[src/sv/pstq_pkg.sv]
// ----------------------------------------------------------------------------
// pstq_pkg
// shared op codes, status codes and controller state encoding for the
// priority stack to queue block
// ----------------------------------------------------------------------------
package pstq_pkg;

    typedef enum logic [2:0] {
        OP_PUSH     = 3'd0,
        OP_POP      = 3'd1,
        OP_PEEK_BOT = 3'd2,
        OP_REORDER  = 3'd3,
        OP_MOVE     = 3'd4,
        OP_PEEK_Q   = 3'd5,
        OP_DEQUEUE  = 3'd6,
        OP_NONE     = 3'd7
    } t_op;

    typedef enum logic [1:0] {
        ST_DONE  = 2'd0,
        ST_EMPTY = 2'd1,
        ST_FULL  = 2'd2
    } t_status;

    typedef enum logic [6:0] {
        S_IDLE = 7'b0000001,
        S_EXEC = 7'b0000010,
        S_RD   = 7'b0000100,
        S_P1   = 7'b0001000,
        S_P2   = 7'b0010000,
        S_MV   = 7'b0100000,
        S_DONE = 7'b1000000
    } t_state;

    localparam int unsigned OUT_NUM_BITS = 16;

endpackage

[src/sv/priority_stack_to_queue.sv]
// ----------------------------------------------------------------------------
// priority_stack_to_queue
// stack and queue of records (number plus two-level priority) held in
// three rams, with stable priority reorder and stack to queue move
//
//   channel | valid   | ready   | payload
//   --------+---------+---------+-------------------------------------------
//   input   | i_valid | o_ready | i_op, i_record_number, i_low_priority
//   output  | o_valid | i_ready | o_status, o_out_number,
//           |         |         | o_out_low_priority, o_out_valid
//
// push, pop, status-only ops: go from the exec state straight to the result register
// peeks and dequeue: also pass the read state, for the registered ram read
// move: one stack read per entry into the queue ram
// reorder: copy to scratch ram then partition back
// reset is synchronous; rams need no clearing pass
// a new word is taken once the previous result sits in the output register
// ----------------------------------------------------------------------------
module priority_stack_to_queue #(
    parameter int DEPTH       = 16,
    parameter int NUMBER_BITS = 16
) (
    input  logic        i_clk,
    input  logic        i_rst_n,
    input  logic        i_valid,
    output logic        o_ready,
    input  logic [2:0]  i_op,
    input  logic [15:0] i_record_number,
    input  logic        i_low_priority,
    output logic        o_valid,
    input  logic        i_ready,
    output logic [1:0]  o_status,
    output logic [15:0] o_out_number,
    output logic        o_out_low_priority,
    output logic        o_out_valid
);

    localparam int AW = (DEPTH > 1) ? $clog2(DEPTH) : 1;
    localparam int CW = $clog2(DEPTH + 1);
    localparam int RW = NUMBER_BITS + 1;

    pstq_pkg::t_state  r_state, n_state;
    pstq_pkg::t_op     r_op, n_op;
    logic [NUMBER_BITS-1:0] r_num, n_num;
    logic              r_lo, n_lo;
    logic [CW-1:0]     r_scnt, n_scnt;
    logic [CW-1:0]     r_qcnt, n_qcnt;
    logic [AW-1:0]     r_qhead, n_qhead;
    logic [CW-1:0]     r_idx, n_idx;
    logic              r_rv, n_rv;
    logic [AW-1:0]     r_ridx, n_ridx;
    logic [CW-1:0]     r_nlow, n_nlow;
    logic [CW-1:0]     r_kl, n_kl;
    logic [CW-1:0]     r_kh, n_kh;
    pstq_pkg::t_status r_res_st, n_res_st;
    logic [NUMBER_BITS-1:0] r_res_num, n_res_num;
    logic              r_res_lo, n_res_lo;
    logic              r_res_ov, n_res_ov;
    logic              r_o_valid, n_o_valid;
    pstq_pkg::t_status r_o_st, n_o_st;
    logic [NUMBER_BITS-1:0] r_o_num, n_o_num;
    logic              r_o_lo, n_o_lo;
    logic              r_o_ov, n_o_ov;

    logic          s_we, c_we, q_we;
    logic [AW-1:0] s_waddr, s_raddr, c_waddr, q_waddr;
    logic [RW-1:0] s_wdata, c_wdata, q_wdata;
    logic [RW-1:0] s_rdata, c_rdata, q_rdata;
    logic [RW-1:0] w_rec;
    logic          w_rd_go;
    logic [CW-1:0] w_mv_addr;
    logic [CW-1:0] w_hi_addr;
    logic [31:0]   w_in32;
    logic [31:0]   w_out32;

    assign w_in32    = {16'd0, i_record_number};
    assign w_out32   = 32'(r_o_num);
    assign w_rd_go   = (r_idx != r_scnt);
    assign w_mv_addr = r_scnt - CW'(1) - r_idx;
    assign w_hi_addr = r_nlow + r_kh;

    pstq_ram #(.WIDTH(RW), .DEPTH(DEPTH)) u_stack (
        .i_clk   (i_clk),
        .i_we    (s_we),
        .i_waddr (s_waddr),
        .i_wdata (s_wdata),
        .i_raddr (s_raddr),
        .o_rdata (s_rdata)
    );

    pstq_ram #(.WIDTH(RW), .DEPTH(DEPTH)) u_scratch (
        .i_clk   (i_clk),
        .i_we    (c_we),
        .i_waddr (c_waddr),
        .i_wdata (c_wdata),
        .i_raddr (r_idx[AW-1:0]),
        .o_rdata (c_rdata)
    );

    pstq_ram #(.WIDTH(RW), .DEPTH(DEPTH)) u_queue (
        .i_clk   (i_clk),
        .i_we    (q_we),
        .i_waddr (q_waddr),
        .i_wdata (q_wdata),
        .i_raddr (r_qhead),
        .o_rdata (q_rdata)
    );

    always_comb begin
        n_state   = r_state;
        n_op      = r_op;
        n_num     = r_num;
        n_lo      = r_lo;
        n_scnt    = r_scnt;
        n_qcnt    = r_qcnt;
        n_qhead   = r_qhead;
        n_idx     = r_idx;
        n_rv      = r_rv;
        n_ridx    = r_ridx;
        n_nlow    = r_nlow;
        n_kl      = r_kl;
        n_kh      = r_kh;
        n_res_st  = r_res_st;
        n_res_num = r_res_num;
        n_res_lo  = r_res_lo;
        n_res_ov  = r_res_ov;
        n_o_valid = r_o_valid;
        n_o_st    = r_o_st;
        n_o_num   = r_o_num;
        n_o_lo    = r_o_lo;
        n_o_ov    = r_o_ov;
        s_we      = 1'b0;
        s_waddr   = r_scnt[AW-1:0];
        s_wdata   = {r_lo, r_num};
        s_raddr   = '0;
        c_we      = 1'b0;
        c_waddr   = r_ridx;
        c_wdata   = s_rdata;
        q_we      = 1'b0;
        q_waddr   = r_ridx;
        q_wdata   = s_rdata;
        w_rec     = (r_op == pstq_pkg::OP_PEEK_BOT) ? s_rdata : q_rdata;

        if (r_o_valid && i_ready) begin
            n_o_valid = 1'b0;
        end

        unique case (r_state)
            pstq_pkg::S_IDLE: begin
                if (i_valid) begin
                    n_op    = pstq_pkg::t_op'(i_op);
                    n_num   = w_in32[NUMBER_BITS-1:0];
                    n_lo    = i_low_priority;
                    n_state = pstq_pkg::S_EXEC;
                end
            end
            pstq_pkg::S_EXEC: begin
                n_res_st  = pstq_pkg::ST_DONE;
                n_res_num = '0;
                n_res_lo  = 1'b0;
                n_res_ov  = 1'b0;
                n_state   = pstq_pkg::S_DONE;
                n_idx     = '0;
                n_rv      = 1'b0;
                n_nlow    = '0;
                unique case (r_op)
                    pstq_pkg::OP_PUSH: begin
                        if (r_scnt == CW'(DEPTH)) begin
                            n_res_st = pstq_pkg::ST_FULL;
                        end else begin
                            s_we   = 1'b1;
                            n_scnt = r_scnt + CW'(1);
                        end
                    end
                    pstq_pkg::OP_POP: begin
                        if (r_scnt == '0) begin
                            n_res_st = pstq_pkg::ST_EMPTY;
                        end else begin
                            n_scnt = r_scnt - CW'(1);
                        end
                    end
                    pstq_pkg::OP_PEEK_BOT: begin
                        if (r_scnt == '0) begin
                            n_res_st = pstq_pkg::ST_EMPTY;
                        end else begin
                            n_state = pstq_pkg::S_RD;
                        end
                    end
                    pstq_pkg::OP_REORDER: begin
                        if (r_scnt == '0) begin
                            n_res_st = pstq_pkg::ST_EMPTY;
                        end else begin
                            n_state = pstq_pkg::S_P1;
                        end
                    end
                    pstq_pkg::OP_MOVE: begin
                        if (r_scnt == '0) begin
                            n_res_st = pstq_pkg::ST_EMPTY;
                        end else begin
                            n_state = pstq_pkg::S_MV;
                        end
                    end
                    pstq_pkg::OP_PEEK_Q, pstq_pkg::OP_DEQUEUE: begin
                        if (r_qcnt == '0) begin
                            n_res_st = pstq_pkg::ST_EMPTY;
                        end else begin
                            n_state = pstq_pkg::S_RD;
                            if (r_op == pstq_pkg::OP_DEQUEUE) begin
                                n_qcnt  = r_qcnt - CW'(1);
                                n_qhead = (r_qhead == AW'(DEPTH - 1)) ? '0
                                                                      : r_qhead + AW'(1);
                            end
                        end
                    end
                    default: begin
                    end
                endcase
            end
            pstq_pkg::S_RD: begin
                n_res_num = w_rec[NUMBER_BITS-1:0];
                n_res_lo  = w_rec[NUMBER_BITS];
                n_res_ov  = 1'b1;
                n_state   = pstq_pkg::S_DONE;
            end
            pstq_pkg::S_P1, pstq_pkg::S_P2, pstq_pkg::S_MV: begin
                n_idx  = r_idx + CW'(w_rd_go);
                n_rv   = w_rd_go;
                n_ridx = r_idx[AW-1:0];
                if (r_state == pstq_pkg::S_MV) begin
                    s_raddr = w_mv_addr[AW-1:0];
                end else begin
                    s_raddr = r_idx[AW-1:0];
                end
                if (r_rv) begin
                    if (r_state == pstq_pkg::S_P1) begin
                        c_we = 1'b1;
                        if (s_rdata[NUMBER_BITS]) begin
                            n_nlow = r_nlow + CW'(1);
                        end
                    end else if (r_state == pstq_pkg::S_P2) begin
                        s_we    = 1'b1;
                        s_wdata = c_rdata;
                        if (c_rdata[NUMBER_BITS]) begin
                            s_waddr = r_kl[AW-1:0];
                            n_kl    = r_kl + CW'(1);
                        end else begin
                            s_waddr = w_hi_addr[AW-1:0];
                            n_kh    = r_kh + CW'(1);
                        end
                    end else begin
                        q_we = 1'b1;
                    end
                end
                if (!w_rd_go && !r_rv) begin
                    if (r_state == pstq_pkg::S_P1) begin
                        n_state = pstq_pkg::S_P2;
                        n_idx   = '0;
                        n_kl    = '0;
                        n_kh    = '0;
                    end else if (r_state == pstq_pkg::S_P2) begin
                        n_state = pstq_pkg::S_DONE;
                    end else begin
                        n_qhead = '0;
                        n_qcnt  = r_scnt;
                        n_scnt  = '0;
                        n_state = pstq_pkg::S_DONE;
                    end
                end
            end
            pstq_pkg::S_DONE: begin
                if (!r_o_valid || i_ready) begin
                    n_o_valid = 1'b1;
                    n_o_st    = r_res_st;
                    n_o_num   = r_res_num;
                    n_o_lo    = r_res_lo;
                    n_o_ov    = r_res_ov;
                    n_state   = pstq_pkg::S_IDLE;
                end
            end
            default: begin
                n_state = pstq_pkg::S_IDLE;
            end
        endcase
    end

    always_ff @(posedge i_clk) begin
        if (!i_rst_n) begin
            r_state   <= pstq_pkg::S_IDLE;
            r_scnt    <= '0;
            r_qcnt    <= '0;
            r_qhead   <= '0;
            r_rv      <= 1'b0;
            r_o_valid <= 1'b0;
        end else begin
            r_state   <= n_state;
            r_scnt    <= n_scnt;
            r_qcnt    <= n_qcnt;
            r_qhead   <= n_qhead;
            r_rv      <= n_rv;
            r_o_valid <= n_o_valid;
        end
    end

    always_ff @(posedge i_clk) begin
        r_op      <= n_op;
        r_num     <= n_num;
        r_lo      <= n_lo;
        r_idx     <= n_idx;
        r_ridx    <= n_ridx;
        r_nlow    <= n_nlow;
        r_kl      <= n_kl;
        r_kh      <= n_kh;
        r_res_st  <= n_res_st;
        r_res_num <= n_res_num;
        r_res_lo  <= n_res_lo;
        r_res_ov  <= n_res_ov;
        r_o_st    <= n_o_st;
        r_o_num   <= n_o_num;
        r_o_lo    <= n_o_lo;
        r_o_ov    <= n_o_ov;
    end

    assign o_ready            = (r_state == pstq_pkg::S_IDLE);
    assign o_valid            = r_o_valid;
    assign o_status           = r_o_st;
    assign o_out_number       = w_out32[pstq_pkg::OUT_NUM_BITS-1:0];
    assign o_out_low_priority = r_o_lo;
    assign o_out_valid        = r_o_ov;

endmodule

[src/sv/pstq_ram.sv]
// ----------------------------------------------------------------------------
// pstq_ram
// generic simple dual port ram, one write port, one read port with
// registered read data
// ----------------------------------------------------------------------------
module pstq_ram #(
    parameter int WIDTH = 17,
    parameter int DEPTH = 16
) (
    input  logic                     i_clk,
    input  logic                     i_we,
    input  logic [$clog2(DEPTH)-1:0] i_waddr,
    input  logic [WIDTH-1:0]         i_wdata,
    input  logic [$clog2(DEPTH)-1:0] i_raddr,
    output logic [WIDTH-1:0]         o_rdata
);

    logic [WIDTH-1:0] r_mem [DEPTH];
    logic [WIDTH-1:0] r_rdata;

    always_ff @(posedge i_clk) begin
        if (i_we) begin
            r_mem[i_waddr] <= i_wdata;
        end
        r_rdata <= r_mem[i_raddr];
    end

    assign o_rdata = r_rdata;

endmodule

[config.mk]
export PLATFORM = sky130hd
export DESIGN_NAME = priority_stack_to_queue
export DESIGN_NICKNAME = d
export VERILOG_FILES = /design/src/sv/pstq_pkg.sv /design/src/sv/priority_stack_to_queue.sv /design/src/sv/pstq_ram.sv
export SDC_FILE = /design/constraint.sdc
export NUM_CORES = 1
export LEC_CHECK = 0
export BUFFER_PORTS_ARGS = -buffer_cell sky130_fd_sc_hd__buf_4
export CAP_MARGIN = 20
export CORE_MARGIN = 2
export CORE_UTILIZATION = 38
export CTS_CLUSTER_SIZE = 8
export DETAILED_ROUTE_END_ITERATION = 8
export GPL_TIMING_DRIVEN = 0
export PLACE_DENSITY = 0.59
export SLEW_MARGIN = 20
export SYNTH_ARGS = -nofsm -noshare
export SYNTH_HDL_FRONTEND = slang
export SYNTH_HIERARCHICAL = 1
export SYNTH_SLANG_ARGS = --single-unit
export TNS_END_PERCENT = 50
[constraint.sdc]
create_clock -name i_clk -period 8.6 [get_ports i_clk]
set_clock_uncertainty 0.05 [all_clocks]
set_input_delay 0.43 -clock i_clk [delete_from_list [all_inputs] [get_ports i_clk]]
set_output_delay 0.43 -clock i_clk [all_outputs]
set_load 0.01 [all_outputs]
---- Word level (Yosys, flattened, before mapping) ----
Memory sizes are Yosys's and may differ from the RTL's. A register that Yosys moved wholly into a read port is not among the register bits.
Cells that the tools add are included.
cells by class
  $add $sub $neg .......................... 10
  equality and inequality tests ........... 30
  mux-type cells .......................... 93
  reductions and logical operators ........ 20
operators by type and width
  cell                   number
  $mux W5                28
  $mux W17               5
  $mux W4                14
  $mux W7                8
  $pmux W5 S2            5
  $pmux W7 S5            1
  $pmux W16 S2           1
  $pmux W7 S4            1
  $mux W1                23
  $add A5 B1 Y5 const B  4
  $ne A2 B2 Y1 const B   10
  $reduce_and A7 Y1      2
  $logic_not A5 Y1       2
  $sub A5 B1 Y5 const B  2
  $eq A3 B3 Y1 const B   3
  $pmux W1 S2            4
  $pmux W4 S2            1
  $eq A7 B1 Y1 const B   1
  $eq A7 B2 Y1 const B   1
  $eq A7 B3 Y1 const B   1
  $eq A7 B4 Y1 const B   1
  $eq A7 B5 Y1 const B   1
  $eq A7 B6 Y1 const B   1
  $eq A7 B7 Y1 const B   1
  25 further kinds       32
word-level totals
  register bits ........................... 107
  memory bits (writable) .................. 816
  input port bits ......................... 24
  output and inout port bits .............. 22
  word-level logic and storage cells ...... 178
  memories ................................ 3
memories
  name             depth  width  read ports  clocked after Yosys merged registers in  write ports  line            RTL
  u_queue.r_mem    16     17     1           1                                        1            pstq_ram.sv:18  logic [WIDTH-1:0] r_mem [DEPTH];
  u_scratch.r_mem  16     17     1           1                                        1            pstq_ram.sv:18
  u_stack.r_mem    16     17     1           1                                        1            pstq_ram.sv:18

---- Logic depth before layout (Yosys ltp) ----
Gate-level depths: netlist of run 1.
  depth after elaboration ................. 7
  gate-level depth with buffers ........... 14
  gate-level depth less buffers ........... 12

---- Hierarchy ----
The synthesis of run 1 kept the hierarchy.
by module, submodules not included
  module                   instances  cells each  area an instance (um^2)  sequential area each (um^2)
  pstq_ram                 3          458         10637.7                  8508.2
  priority_stack_to_queue  1          487         5390.2                   2892.8

---- Worst setup path after synthesis of run 1 ----
Ideal clock, no wire load.
  path kind ............................... register -> register
  start ................................... register r_state[2]
  end ..................................... memory u_stack.r_mem[0][0] (enable)
  setup time .............................. 0.412 ns
  arrival time ............................ 3.227 ns
  setup slack ............................. 4.910 ns
  cell stages (with the launch flop) ...... 8
  path through ............................ dfxtp_1 buf_2 or4_4 nor3_4 buf_2 o21ai_0 or3b_2 nor3_1
RTL lines
  item                    line                                                            RTL
  from (decl)             priority_stack_to_queue.sv:42                                   pstq_pkg::t_state r_state, n_state;
  from (signal assigned)  priority_stack_to_queue.sv:288                                  r_state <= pstq_pkg::S_IDLE;
  from (signal assigned)  priority_stack_to_queue.sv:295                                  r_state <= n_state;
  $eq A7 B5 Y1            priority_stack_to_queue.sv:148, priority_stack_to_queue.sv:240
  $mux W4                 priority_stack_to_queue.sv:240                                  end else if (r_state == pstq_pkg::S_P2) begin
  $mux W4                 priority_stack_to_queue.sv:235                                  if (r_state == pstq_pkg::S_P1) begin
  $mux W4                 priority_stack_to_queue.sv:234                                  if (r_rv) begin
  $mux W4 (*)             priority_stack_to_queue.sv:148                                  unique case (r_state)
  named net s_waddr[3]    priority_stack_to_queue.sv:66                                   logic [AW-1:0] s_waddr, s_raddr, c_waddr, q_waddr;
  to (decl)               pstq_ram.sv:18
The timed path passes the listed nets; every way through them passes the cells marked *.

---- Worst setup path after layout of run 1 ----
  start ................................... register r_scnt[0]
  end ..................................... register u_stack.r_rdata[9] (netlist: u_stack/o_rdata[9]) (read register of u_stack.r_mem)
on the way
  longest elaborated chain between the ends .. 4
ends and longest elaborated chain
  item                    line                            RTL
  from (decl)             priority_stack_to_queue.sv:46   logic [CW-1:0] r_scnt, n_scnt;
  from (signal assigned)  priority_stack_to_queue.sv:296  r_scnt <= n_scnt;
  $sub A5 B1 Y5           --
  $sub A4 B4 Y4           priority_stack_to_queue.sv:79   assign w_mv_addr = r_scnt - CW'(1) - r_idx;
  $mux W4                 priority_stack_to_queue.sv:229  if (r_state == pstq_pkg::S_MV) begin
  $mux W4                 priority_stack_to_queue.sv:148
  named net s_raddr[3]    priority_stack_to_queue.sv:66
  to (decl)               pstq_ram.sv:19                  logic [WIDTH-1:0] r_rdata;
The timed path passes the listed nets, and every way through them passes these cells.
A chain may end at the register's enable or synchronous reset.

==> key figures, run 1 <==
Die
  • Row cnt: 114
  • Die Ht: 317 µm
  • Die width: 317 µm
  • Core footprint: 97,000 µm²
  • Starting Density: 0.385
  • # IOs: 46
  • Die area: 101,000 µm²

Finish
  • Final Cell Area: 44,200 µm²
  • Share of layout cells above drive strength 1: 0.282
  • Fillers: 8,135
  • Synth-to-layout area growth: 18.6%
  • Nets@finish: 2,169
  • Non-Filler Instances: 3,477

Pwr
  • Pwr Density: 230 nW/µm²
  • Leak: 14.2 nW
  • Peak supply drop: 0.000188 V

Setup path
  • CP delay by family, top: buffers and inverters
  • Critical path startpoint category: flip-flop
  • CP arrival: 4470 ps
  • Reg2reg path depth: 14
  • Reg-to-reg critical path startpoint: r_scnt[0]$_SDFFE_PN0P_
  • Setup slack, reg-to-reg: 4720 ps
  • Worst path bufs/invs: 4
  • Critical path depth: 14
  • Critical path class: flip-flop to flip-flop
  • CP Capture Point: u_stack/o_rdata[9]$_DFF_P_
  • Slowest stage delay, CP: 530 ps
  • Req. time, crit path: 9190 ps
  • Critical path's slowest cell: clkbuf_1
  • FF-to-FF End: u_stack/o_rdata[9]$_DFF_P_
  • Crit path max fanout: 10
  • Crit path from: r_scnt[0]$_SDFFE_PN0P_
  • Crit. End Element: flip-flop
  • CP cell instances: inv_1, ha_1, inv_1, ha_1, nor2b_1, o21a_1, nor3_1, nand3b_1, mux2i_1, and2_1, clkbuf_1, clkbuf_1, a22oi_1, nand2_1

Place
  • IO Port Bufs: 45
  • DP Wirelength: 55,100 µm
  • DP Area: 40,100 µm²
  • # placed instances: 3,238
  • Worst slack at placement: 4760 ps
  • GP Congestion: 0.783

Worst hold path
  • Hold crit path type: flip-flop to flip-flop
  • Worst hold path cell count: 0

Global routing
  • Tot GR Track Use: 0.172
  • Vias in the first global route: 19,504
  • First-pass GRT wire length: 126,000 µm
  • Pin count of the biggest net entering global routing: 35
  • Grt ovf: 0
  • Initial antenna violation count: 1

Timing
  • Fin worst setup slack: 4720 ps
  • Slew margin rel.: 0.342
  • Worst-Margin Slew: 976 ps
  • F_max: 0.258 GHz
  • Minimum clock period: 3880 ps
  • Final count of hold timing violations: 0
  • Setup TNS: 0 ps
  • RSZ-0062 raised after global routing: no
  • Fin crit share: 0.451
  • WHS: 365 ps
  • Final slew viol count: 0
  • Final Setup Violations: 0

Clock network
  • Reg clk slew, reported paths: 50 ps
  • Worst-Skew Late Latency: 710 ps
  • CTS Buf Count: 139
  • TritonCTS clock tree: yes
  • Clock buffer depth: 3
  • H-Tree Level Count: 4
  • CTS Root Cell: clkbuf_16
  • CTS sink count: 971

Synth
  • Yosys cell types: 68
  • Top cell type's share of synthesized area: 0.722
  • Seq cells post-synth: 971
  • Main synth FF type: edfxtp_1
  • Top cells by area, synth: edfxtp_1, mux4_2, dfxtp_1, a22oi_1, nand2_1
  • Sequential cell area fraction in the yosys report: 0.762
  • Syn Nets: 1,903
  • Post-synth EDFFs: 897
  • Synthesized area: 37,300 µm²
  • Synth Warn #: 6
  • Mapped Cells: 1,861
  • Mean Syn Cell Area: 20.0 µm²
  • Yosys top cell by area: edfxtp_1
  • Asr flop ratio synth: 0

Job
  • Max cap viols: 0

Routing
  • Final WL: 84,900 µm
  • Antenna-violating nets left: 0
  • Wirelength per Cell: 24.4 µm
  • Vias per inst: 5.43
  • Post-detailed-route DRC marker count: 0
  • Vias: 18,879
  • Drt pass-1 iters: 4
  • Initial DRC count: 1,723

Run status
  • Status: completed
## placed cells by master, fill, tap and decap left out, types with 7 or more instances in the layout
cell type and count:
edfxtp_1 897, mux4_2 195, clkbuf_16 143, nand2_1 114
a22oi_1 103, clkbuf_1 96, buf_4 67, dfxtp_1 57
buf_2 42, a21oi_1 39, nor2_1 34, nor2_2 31
buf_6 24, dlygate4sd3_1 24, buf_8 23, xor2_1 19
o21ai_0 17, dfxtp_2 17, nand3_1 16, mux2_2 16
ha_1 16, inv_1 15, nor3_2 13, and2_1 11
nand2b_1 11, nor3_1 10, nand3b_1 10, and3_1 9
mux4_1 9, xnor2_1 8, nor2b_1 8, mux2i_1 7
nor2_4 7
## report_power, final
group	switching, mW	total, mW	internal [mW]
Combinational	0.0918	0.144	0.0527
Clock	1.87	4.88	3.01
Sequential	0.0121	5.16	5.15
Total	1.97	10.2	8.21
## layout make-up
class | instances | area (µm²) | share of cell area
flip-flops and latches | 971 | 28400 | 0.643
multi-input cells | 775 | 8460 | 0.191
clock buffers | 204 | 3810 | 0.0861
well taps | 1276 | 1600 | 0.0361
repair buffers | 125 | 1230 | 0.0277
plain buffers | 98 | 556 | 0.0126
clock inverters | 9 | 90.1 | 0.00204
inverters | 17 | 63.8 | 0.00144
diodes | 2 | 5.00 | 0.000113
## state kept, by name (all words and copies together), names as in the netlist, 5 cells and up
| signal | count |
|---|---|
| r_qcnt | 5 |
| u_stack/o_rdata | 17 |
| u_scratch/r_mem | 272 |
| u_scratch/o_rdata | 17 |
| u_stack/r_mem | 272 |
| u_queue/o_rdata | 17 |
| r_idx | 5 |
| o_out_number | 16 |
| r_state | 7 |
| r_scnt | 5 |
| r_res_num | 16 |
| u_queue/r_mem | 272 |
| r_num | 16 |
## timing repair
| action | in CTS | in global routing |
|---|---|---|
| hold buffers | 24 | 0 |
| gates resized for setup | 0 | 0 |
| endpoints found under the setup margin | 0 | 0 |
| hold endpoints to repair | 24 | 0 |
| buffers inserted | 0 | 0 |
## cells in the mapped netlist (all sizes together), types with 3 or more instances
library cell	n
nor4b	3
inv	17
mux2	16
nand3b	10
mux4	204
nor3b	5
dfxtp	74
edfxtp	897
nand2	117
xnor2	8
ha	16
a21oi	39
a21o	3
and3	9
and2	12
a22oi	103
clkbuf	38
nand2b	11
buf	60
or3	3
o211ai	3
nor3	24
o21ai	18
o311ai	3
mux2i	7
nor4	4
nor2b	9
a31oi	3
nand3	17
o221a	4
o31ai	5
xor2	19
nor2	72
or3b	4
## worst register-to-register path, stage by stage (launching register included)
cell      delay [ps]
dfxtp_1          460
inv_1            150
ha_1             350
inv_1            120
ha_1             240
nor2b_1          130
o21a_1           180
nor3_1           160
nand3b_1         150
mux2i_1          340
and2_1           180
clkbuf_1         380
clkbuf_1         530
a22oi_1          270
nand2_1          120
## layer usage
layer  track usage  up-vias  share of wire
met5             0        -              0
met4        0.0554        0          0.021
met3        0.0353      126          0.058
met2         0.279      587           0.49
met1         0.234    10025           0.43
li1              -     8141              -
## how the worst min path moves through the flow
stage                                from                            to  slack, ps
3_3_place_gp   r_res_num[0]$_SDFFCE_PN0P_     o_out_number[0]$_DFFE_PP_        360
6_report       r_res_num[1]$_SDFFCE_PN0P_     o_out_number[1]$_DFFE_PP_        360
4_1_cts                i_record_number[6]            r_num[6]$_DFFE_PP_        350
5_1_grt               i_record_number[11]           r_num[11]$_DFFE_PP_        360
2_1_floorplan          r_res_lo$_DFFE_PP_  o_out_low_priority$_DFFE_PP_        350
3_5_place_dp   r_res_num[1]$_SDFFCE_PN0P_     o_out_number[1]$_DFFE_PP_        350
## through the flow
| step | utilization | total power [mW] |
|---|---|---|
| finish | 0.456 | 10.2 |
| global route | 0.456 | 10.5 |
| global placement | 0.405 | 5.38 |
| detailed placement | 0.413 | 5.38 |
| floorplan | - | 5.32 |
| CTS | 0.456 | 10.3 |
## cell families (layout without fill, tap and decap cells)
family / count (synthesis) / after routing / synth area share
fa+ha+maj: 18 / 18 / 0.00644
simple gates: 309 / 309 / 0.0418
flops: 971 / 971 / 0.762
xor+xnor: 27 / 27 / 0.00634
compound gates: 194 / 194 / 0.0362
buf+inv: 115 / 453 / 0.0166
other cells: 0 / 2 / 0
mux: 227 / 227 / 0.131
Note: power is estimated with default switching activity, not from simulation.
==> run 2: changes to the inputs <==
Settings changed: ABC_AREA set to 1, PLACE_DENSITY 0.59 to 0.6.
Clock period 8.6 ns to 3.5 ns, I/O delays scaled along.
==> key figures, run 2 <==
Synth
  • Simple-gate share of the synthesized area: 0.211
  • Synthesized area: 41,500 µm²
  • Mapped Cells: 4,024
  • Synth Area in Compound Gates: 0.00938
  • Mux cell area share after synthesis: 0
  • Sequential cell area fraction in the yosys report: 0.685
  • Yosys top cell by area: edfxtp_1
  • Top cell type's share of synthesized area: 0.649
  • Synth Area in XOR/XNOR: 0.00338
  • Most common cell in the netlist: nand2_1
  • Adder-cell share of the synthesized area: 0.00579
  • Post-synth top cells: nand2_1, edfxtp_1, inv_1, nand3_1, nor2_1
  • Main synth FF type: edfxtp_1
  • Seq cells post-synth: 971
  • Post-synth EDFFs: 897
  • Synth Warn #: 6
  • Syn Nets: 4,066
  • Yosys cell types: 42
  • Asr flop ratio synth: 0
  • Largest family of logic cells by synthesized area: simple AND/OR/NAND/NOR gates
  • Top cells by area, synth: edfxtp_1, nand2_1, nand3_1, inv_1, dfxtp_1
  • Mean Syn Cell Area: 10.3 µm²

Timing
  • Final Setup Violations: 0
  • WHS: 110 ps
  • Fin crit share: 0.932
  • Final count of hold timing violations: 0
  • RSZ-0062 raised after global routing: no
  • Worst-Margin Slew: 863 ps
  • F_max: 0.307 GHz
  • Final slew viol count: 0
  • Slew margin rel.: 0.424
  • Minimum clock period: 3260 ps

Worst hold path
  • Hold crit path type: input port to flip-flop

Die
  • # IOs: 46
  • Core footprint: 109,000 µm²
  • Row cnt: 121
  • Die Ht: 334 µm
  • Starting Density: 0.382
  • Die area: 112,000 µm²
  • Die width: 334 µm

Pwr
  • Leak: 20.5 nW
  • Cell internal pwr: 20.8 mW
  • Total power: 27.0 mW
  • Peak supply drop: 0.000485 V
  • Clk pwr share: 0.458
  • Sw frac: 0.230
  • Gate power share: 0.062
  • Pwr Density: 551 nW/µm²
  • Sw power: 6.22 mW
  • Sequential Power Share: 0.480

Finish
  • Most common cell after layout, fill and taps aside: nand2_1
  • Final Cell Area: 49,000 µm²
  • Largest regs: u_queue/r_mem x272, u_scratch/r_mem x272, u_stack/r_mem x272
  • End-of-flow core utilization: 0.451
  • Non-Filler Instances: 5,774
  • Share of layout cells above drive strength 1: 0.111
  • Nets@finish: 4,331
  • Synth-to-layout area growth: 18.1%
  • Most frequent cells in the layout: nand2_1, edfxtp_1, inv_1

Place
  • # placed instances: 5,536
  • GP Congestion: 0.859
  • DP Area: 44,700 µm²
  • DP Wirelength: 78,000 µm
  • IO Port Bufs: 45

Global routing
  • Initial antenna violation count: 3
  • First-pass GRT wire length: 174,000 µm
  • Grt ovf: 0
  • Pin count of the biggest net entering global routing: 34
  • Vias in the first global route: 27,563
  • Tot GR Track Use: 0.209

Clock network
  • CTS sink count: 971
  • H-Tree Level Count: 4
  • Reg clk slew, reported paths: 50 ps
  • CTS Root Cell: clkbuf_16
  • Clock buffer depth: 3
  • TritonCTS clock tree: yes
  • Worst-Skew Late Latency: 750 ps
  • CTS Buf Count: 140

Setup path
  • Req. time, crit path: 3890 ps
  • Crit path max fanout: 10
  • CP arrival: 3650 ps
  • Crit. End Element: flip-flop
  • Critical path class: flip-flop to flip-flop
  • Critical path startpoint category: flip-flop

Routing
  • Initial DRC count: 2,990
  • Post-detailed-route DRC marker count: 0
  • Vias per inst: 5.05
  • Wirelength per Cell: 20.4 µm
  • Vias: 29,162
  • Drt pass-1 iters: 7
  • Final WL: 118,000 µm
  • Antenna-violating nets left: 0

Job
  • Max cap viols: 0

Run status
  • Status: completed
## run 2: cell types whose count changed after synthesis, moves of 28 or more
cell	before	now
mux4_2	195	0
a22oi_1	103	0
clkbuf_1	35	65
nor2_1	70	105
nand2_1	114	1261
nand3_1	16	648
inv_1	15	684
buf_2	42	70
## run 2: logic make-up after synthesis
family	count (synthesis)
AO/OA/AOI/OAI	67
AND/OR/NAND/NOR	2066
flip-flops	971
XOR/XNOR	16
buffers and inverters	886
adder cells (fa/ha/maj)	18
## run 2: final timing paths
| path | endpoint | slack (ps) | start | depth (start not counted) |
|---|---|---|---|---|
| worst min-delay path | r_num[1]$_DFFE_PP_ | 110 | i_record_number[1] | 2 |
| worst max-delay path | u_stack/r_mem[11][0]$_DFFE_PP_ | 240 | r_state[1]$_SDFFE_PN0P_ | 12 |
| worst min register to register | o_out_number[10]$_DFFE_PP_ | 370 | r_res_num[10]$_SDFFCE_PN0P_ | 0 |
| worst max register to register | u_stack/r_mem[11][0]$_DFFE_PP_ | 240 | r_state[1]$_SDFFE_PN0P_ | 12 |
## run 2: layout make-up
| cell class | instances | area, µm² |
|---|---|---|
| Buffer | 178 | 912 |
| Multi-Input combinational cell | 2167 | 9740 |
| Clock buffer | 196 | 3800 |
| Antenna cell | 3 | 7.51 |
| Sequential cell | 971 | 28400 |
| Timing Repair Buffer | 123 | 1480 |
| Clock inverter | 14 | 190 |
| Inverter | 708 | 2660 |
| Fill cell | 9893 | 59500 |
| Tap cell | 1414 | 1770 |
## run 2: worst max-delay path, stage by stage, from the launching register on
cell and delay (ps):
dfxtp_1 330, nor2_2 200, nand2_2 110, inv_2 80
nand2_1 90, nor2_1 220, buf_4 220, buf_2 300
nand3_1 120, o221ai_1 140, nand3b_1 350, nor2_2 510
buf_6 250
## run 2: routing by layer
| layer | wire length, µm | up-vias | GRT usage |
|---|---|---|---|
| met5 | 0 | - | 0 |
| met4 | 3380 | 0 | 0.0757 |
| met3 | 9600 | 203 | 0.0359 |
| met2 | 54800 | 1209 | 0.334 |
| met1 | 49900 | 14183 | 0.288 |
| li1 | - | 13567 | - |
## run 2: timing repair
| action | in CTS | in global routing |
|---|---|---|
| endpoints found under the setup margin | 17 | 146 |
| hold buffers | 23 | 0 |
| setup buffers | 0 | 2 |
| resized for setup | 6 | 16 |
| hold endpoints to repair | 44 | 0 |
| pin swaps | 0 | 1 |
## run 2: per-stage QoR
stage	setup WS (ps)	TNS (ps)
after global placement	-608	-191040
after global routing	19.5	0
final	238	0
after floorplan	721	0
after detailed placement	-360	-5110
after CTS	0.314	0
## run 2: power by group through the flow
stage / sequential, mW / clock [mW] / combinational (mW)
6_report: 13.0 / 12.4 / 1.68
5_1_grt: 13.0 / 13.1 / 1.82
4_1_cts: 13.0 / 12.6 / 1.66
3_5_place_dp: 13.2 / 0 / 1.63
3_3_place_gp: 13.2 / 0 / 1.55
2_1_floorplan: 13.1 / 0 / 0.981
